==> src/hw/rtl/bpa_pkg.sv <==
// Shared constants, codes and types of the bitmap page allocator.
package bpa_pkg;

  localparam int MAX_PAGES  = 4096;
  // Page size must be a power of two; the page index is a shift of the offset.
  localparam int PAGE_BYTES = 4096;
  localparam int PAGE_SHIFT = $clog2(PAGE_BYTES);

  localparam int WORD_BITS  = 32;
  localparam int BIT_W      = 5;
  localparam int WORD_COUNT = (MAX_PAGES + WORD_BITS - 1) / WORD_BITS;
  localparam int WADDR_W    = (WORD_COUNT > 1) ? $clog2(WORD_COUNT) : 1;
  localparam int PIDX_W     = WADDR_W + BIT_W;
  localparam int LIVE_W     = $clog2(MAX_PAGES + 1);

  localparam int ADDR_W     = 32;
  localparam int CNT_W      = 13;
  localparam logic [CNT_W-1:0] CNT_MAX = '1;
  localparam int PCFG_W     = 13;
  localparam int PADDR_W    = 4;

  localparam logic ACT_ALLOC = 1'b0;
  localparam logic ACT_FREE  = 1'b1;

  typedef enum logic [1:0] {
    ST_DONE  = 2'd0,
    ST_FULL  = 2'd1,
    ST_RANGE = 2'd2
  } status_t;

  typedef enum logic [1:0] {
    REG_BASE  = 2'd0,
    REG_END   = 2'd1,
    REG_PAGES = 2'd2
  } reg_idx_t;

  typedef struct packed {
    logic [ADDR_W-1:0] base_addr;
    logic [ADDR_W-1:0] end_addr;
    logic [PCFG_W-1:0] page_count;
  } cfg_t;

  typedef struct packed {
    logic                 we;
    logic [WADDR_W-1:0]   waddr;
    logic [WORD_BITS-1:0] wdata;
    logic [WADDR_W-1:0]   raddr;
  } mem_req_t;

endpackage

==> src/hw/rtl/bpa_cfg.sv <==
// APB register file holding the managed range and the page count.
module bpa_cfg import bpa_pkg::*; (
  input  logic               clk,
  input  logic               rst_n,
  input  logic               psel,
  input  logic               penable,
  input  logic               pwrite,
  input  logic [PADDR_W-1:0] paddr,
  input  logic [31:0]        pwdata,
  output logic [31:0]        prdata,
  output logic               pready,
  output cfg_t               cfg
);

  cfg_t     cfg_r;
  reg_idx_t idx;
  logic     wr_en;

  assign idx    = reg_idx_t'(paddr[PADDR_W-1:2]);
  assign wr_en  = psel && penable && pwrite;
  assign pready = 1'b1;

  always_ff @(posedge clk) begin
    if (!rst_n) begin
      cfg_r <= '0;
    end else if (wr_en) begin
      case (idx)
        REG_BASE:  cfg_r.base_addr  <= pwdata;
        REG_END:   cfg_r.end_addr   <= pwdata;
        REG_PAGES: cfg_r.page_count <= pwdata[PCFG_W-1:0];
        default: ;
      endcase
    end
  end

  always_comb begin
    case (idx)
      REG_BASE:  prdata = cfg_r.base_addr;
      REG_END:   prdata = cfg_r.end_addr;
      REG_PAGES: prdata = {{(32-PCFG_W){1'b0}}, cfg_r.page_count};
      default:   prdata = '0;
    endcase
  end

  assign cfg = cfg_r;

endmodule

==> config.mk <==
export PLATFORM = sky130hd
export DESIGN_NAME = bpa_cfg
export DESIGN_NICKNAME = d
export VERILOG_FILES = /design/src/hw/rtl/bpa_pkg.sv /design/src/hw/rtl/bpa_cfg.sv
export SDC_FILE = /design/constraint.sdc
export NUM_CORES = 1
export LEC_CHECK = 0
export ABC_CLOCK_PERIOD_IN_PS = 1300
export BUFFER_PORTS_ARGS = -buffer_cell sky130_fd_sc_hd__clkbuf_2
export CAP_MARGIN = 20
export CELL_PAD_IN_SITES_DETAIL_PLACEMENT = 1
export CELL_PAD_IN_SITES_GLOBAL_PLACEMENT = 1
export CORE_MARGIN = 2
export CORE_UTILIZATION = 31
export CTS_CLUSTER_DIAMETER = 200
export CTS_CLUSTER_SIZE = 20
export DETAILED_ROUTE_END_ITERATION = 8
export GPL_TIMING_DRIVEN = 0
export PLACE_DENSITY_LB_ADDON = 0.1
export SYNTH_ARGS = -nofsm -noshare
export SYNTH_HDL_FRONTEND = slang
export SYNTH_SLANG_ARGS = --single-unit
==> constraint.sdc <==
create_clock -name clk -period 1.3 [get_ports clk]
set_input_delay 0.26 -clock clk [delete_from_list [all_inputs] [get_ports clk]]
set_output_delay 0.26 -clock clk [all_outputs]
set_load 0.01 [all_outputs]
==> flow_metrics.py <==
metrics = {
    "placed_design": {
        "dpl.hpwl_mm": 8.48,
        "gp_congestion": 0.743,
        "io_buffers": 144,
        "dp.cells": 660,
    },
    "floorplan": {
        "io_pins": 151,
        "coreArea_um2": 10800,
        "rows": 38,
        "die_h_um": 109,
        "initial_core_util_pct": 31.8,
        "die-area_um2": 12000,
        "fp.dieW_um": 109,
    },
    "route": {
        "viasPerCell": 4.72,
        "first_pass_iters": 4,
        "vias": 3319,
        "totalWireLength_mm": 11.9,
        "drc_errors": 0,
        "wire_per_inst_um": 16.9,
        "drt_iter0_markers": 55,
        "postRouteAntennaNets": 0,
    },
    "grt": {
        "use_met2_pct": 34.6,
        "grt_max_degree": 12,
        "grt_pass1_wl_mm": 17.8,
        "grt_util_met1_pct": 24.7,
        "grtUsageMet3_pct": 3.26,
        "first_global_vias": 3344,
        "grtUsageTotal_pct": 19.9,
        "top_usage_layer": "met2",
        "antenna_found_initial": 0,
        "overflow": 0,
    },
    "setup_path": {
        "r2r-start": "cfg[13]$_SDFFE_PN0P_",
        "cp_slowest_cell": "dfxtp_2",
        "cp_data_required_time_ns": 1.04,
        "end_kind": "output pin",
        "critPathMaxFanout": 3,
        "critical_path_class": "flip-flop to output pin",
        "path_cells": "mux2i_1 -> o21ai_1 -> buf_2",
        "crit_path_max_incr_delay_ns": 0.35,
        "critPathTopFamily": "flip-flops",
        "crit_path_start": "cfg[57]$_SDFFE_PN0P_",
        "cp.arrival_ns": 1.10,
        "path_buf_inv": 1,
        "cp-start-kind": "flip-flop",
    },
    "timing": {
        "max_freq_mhz": 738,
        "period_needed_ns": 1.36,
        "setup_ws_ns": -0.0559,
        "finClkSkew_ns": 0,
        "slew_viol_final": 0,
        "tightest_slew_ns": 0.623,
        "finalSetupViolCount": 9,
        "hold_violations": 0,
        "slew-limit-headroom_pct": 58.5,
        "fin_crit_sh_pct": 104,
        "rsz0062_at_grt": "yes",
    },
    "power_and_ir_drop": {
        "leakagePower_nw": 2.47,
        "fin_total_pwr_mw": 4.48,
        "powerDensity_nw_per_um2": 918,
        "vdd_drop_max_v": 0.000371,
    },
    "clock_tree": {
        "clk_pin_slew_ns": 0.07,
        "numClockSinks": 77,
        "clockRootBuffer": "clkbuf_8",
        "cts_buffers": 9,
        "cts_tree": "done",
        "worstSkewPairLatency_ns": 0.35,
        "cts_max_level": 3,
        "clk_path_buf_depth": 2,
    },
    "final_layout": {
        "drive_gt1_share_pct": 48.5,
        "n_antenna_cell": 0,
        "final_cell_mix": "clkbuf_2 (134), nand2_1 (122), mux2i_1 (109)",
        "layout.cells.non_filler": 703,
        "nets": 600,
        "area_growth_pct": 41.6,
        "largest_register_ffs": 77,
        "layout_commonest_cell": "clkbuf_2",
        "final_util_pct": 45.0,
    },
    "synth": {
        "synthesis.area_um2": 3440,
        "syn_area_per_cell_um2": 9.16,
        "synth-seq-cells": 77,
        "synth-seq-area-share_pct": 44.8,
        "synth_area_leader_cell": "dfxtp_1",
        "netlist.area_leader.share_pct": 44.8,
        "synth_fp_nets": 417,
        "syn_inst": 376,
        "synth_warnings": 0,
        "synthTopCellsByArea": "dfxtp_1 (45%), mux2i_1 (32%), nand2_1 (13%)",
        "ys_types": 16,
    },
    "outcome": {
        "status": "complete, but fails checks",
        "violations": "negative setup slack",
    },
    "min_path": {
        "min_from": "pwdata[24]",
        "hold_class": "input port to flip-flop",
    },
    "run": {
        "max_cap_violations": 0,
    },
}
[repair_timing]
action,4_1_cts,5_1_grt
gates resized for setup,71,47
pin swaps,3,3
setup endpoints to repair,32,43
buffers inserted,18,9
hold buffers,0,0
gates cloned,1,0
[metrics by stage]
stage	area [µm²]	setup WS, ns	hold WS (ns)	setup TNS (ns)
floorplan	3450	0.000881	0.422	0
finish	4880	-0.0559	0.145	-0.204
global placement	4340	-0.377	0.458	-20.18
CTS	4760	-0.118	0.137	-0.661
detailed placement	4340	-0.390	0.469	-23.20
global route	4880	-0.122	0.147	-1.49
[power by group]
part	leakage (nW)	switching (mW)	internal, mW
clock	0.0833	0.856	0.732
sequential	0.654	0.0235	2.39
combinational	1.73	0.276	0.199
total	2.47	1.16	3.32
[layer usage]
metal / wire length [µm] / share of wire [%]
met5: 0 / 0
met4: 160 / 1.3
met3: 578 / 4.9
met2: 5930 / 50
met1: 5210 / 44
[final timing paths]
check	end	slack [ns]	cells after the start
hold reg to reg	cfg[51]$_SDFFE_PN0P_	0.47	2
hold / removal	cfg[37]$_SDFFE_PN0P_	0.15	3
setup reg to reg	cfg[13]$_SDFFE_PN0P_	0.57	3
setup / recovery	prdata[12]	-0.06	3
[kinds of logic (layout without fill, tap and decap cells)]
logic type             count (synthesis)  count (layout)  share of synthesized area [%]
and+or+nand+nor                      146             146                           16.7
muxes                                109             109                           31.7
DFF                                   77              77                           44.8
buffers and inverters                 30             217                           4.83
AOI/OAI and AO/OA                     13              13                           1.89
other                                  1               1                          0.109
[Yosys cell counts]
library cell / number
nor3b_2: 1
or3b_1: 1
conb_1: 1
mux2i_1: 109
buf_6: 3
nand2_1: 122
o21ai_0: 13
buf_1: 1
dfxtp_1: 77
nand3_2: 1
buf_4: 6
nor3_2: 1
nor2_1: 19
clkbuf_1: 13
buf_2: 7
nor2b_1: 1
[area by class of cell]
type / instances / area, µm²
buffer: 30 / 238
clock inverter: 2 / 10.0
multi-input combinational: 269 / 1740
timing repair buffer: 172 / 938
sequential: 77 / 1620
clock buffer: 13 / 149
tap: 140 / 175
fill: 1333 / 5960
[worst min-delay path, cell delays in order]
cell and delay, ns:
clkbuf_2 0.08, nand2_1 0.06, mux2i_1 0.06
Power figures use the tool's default switching activity.
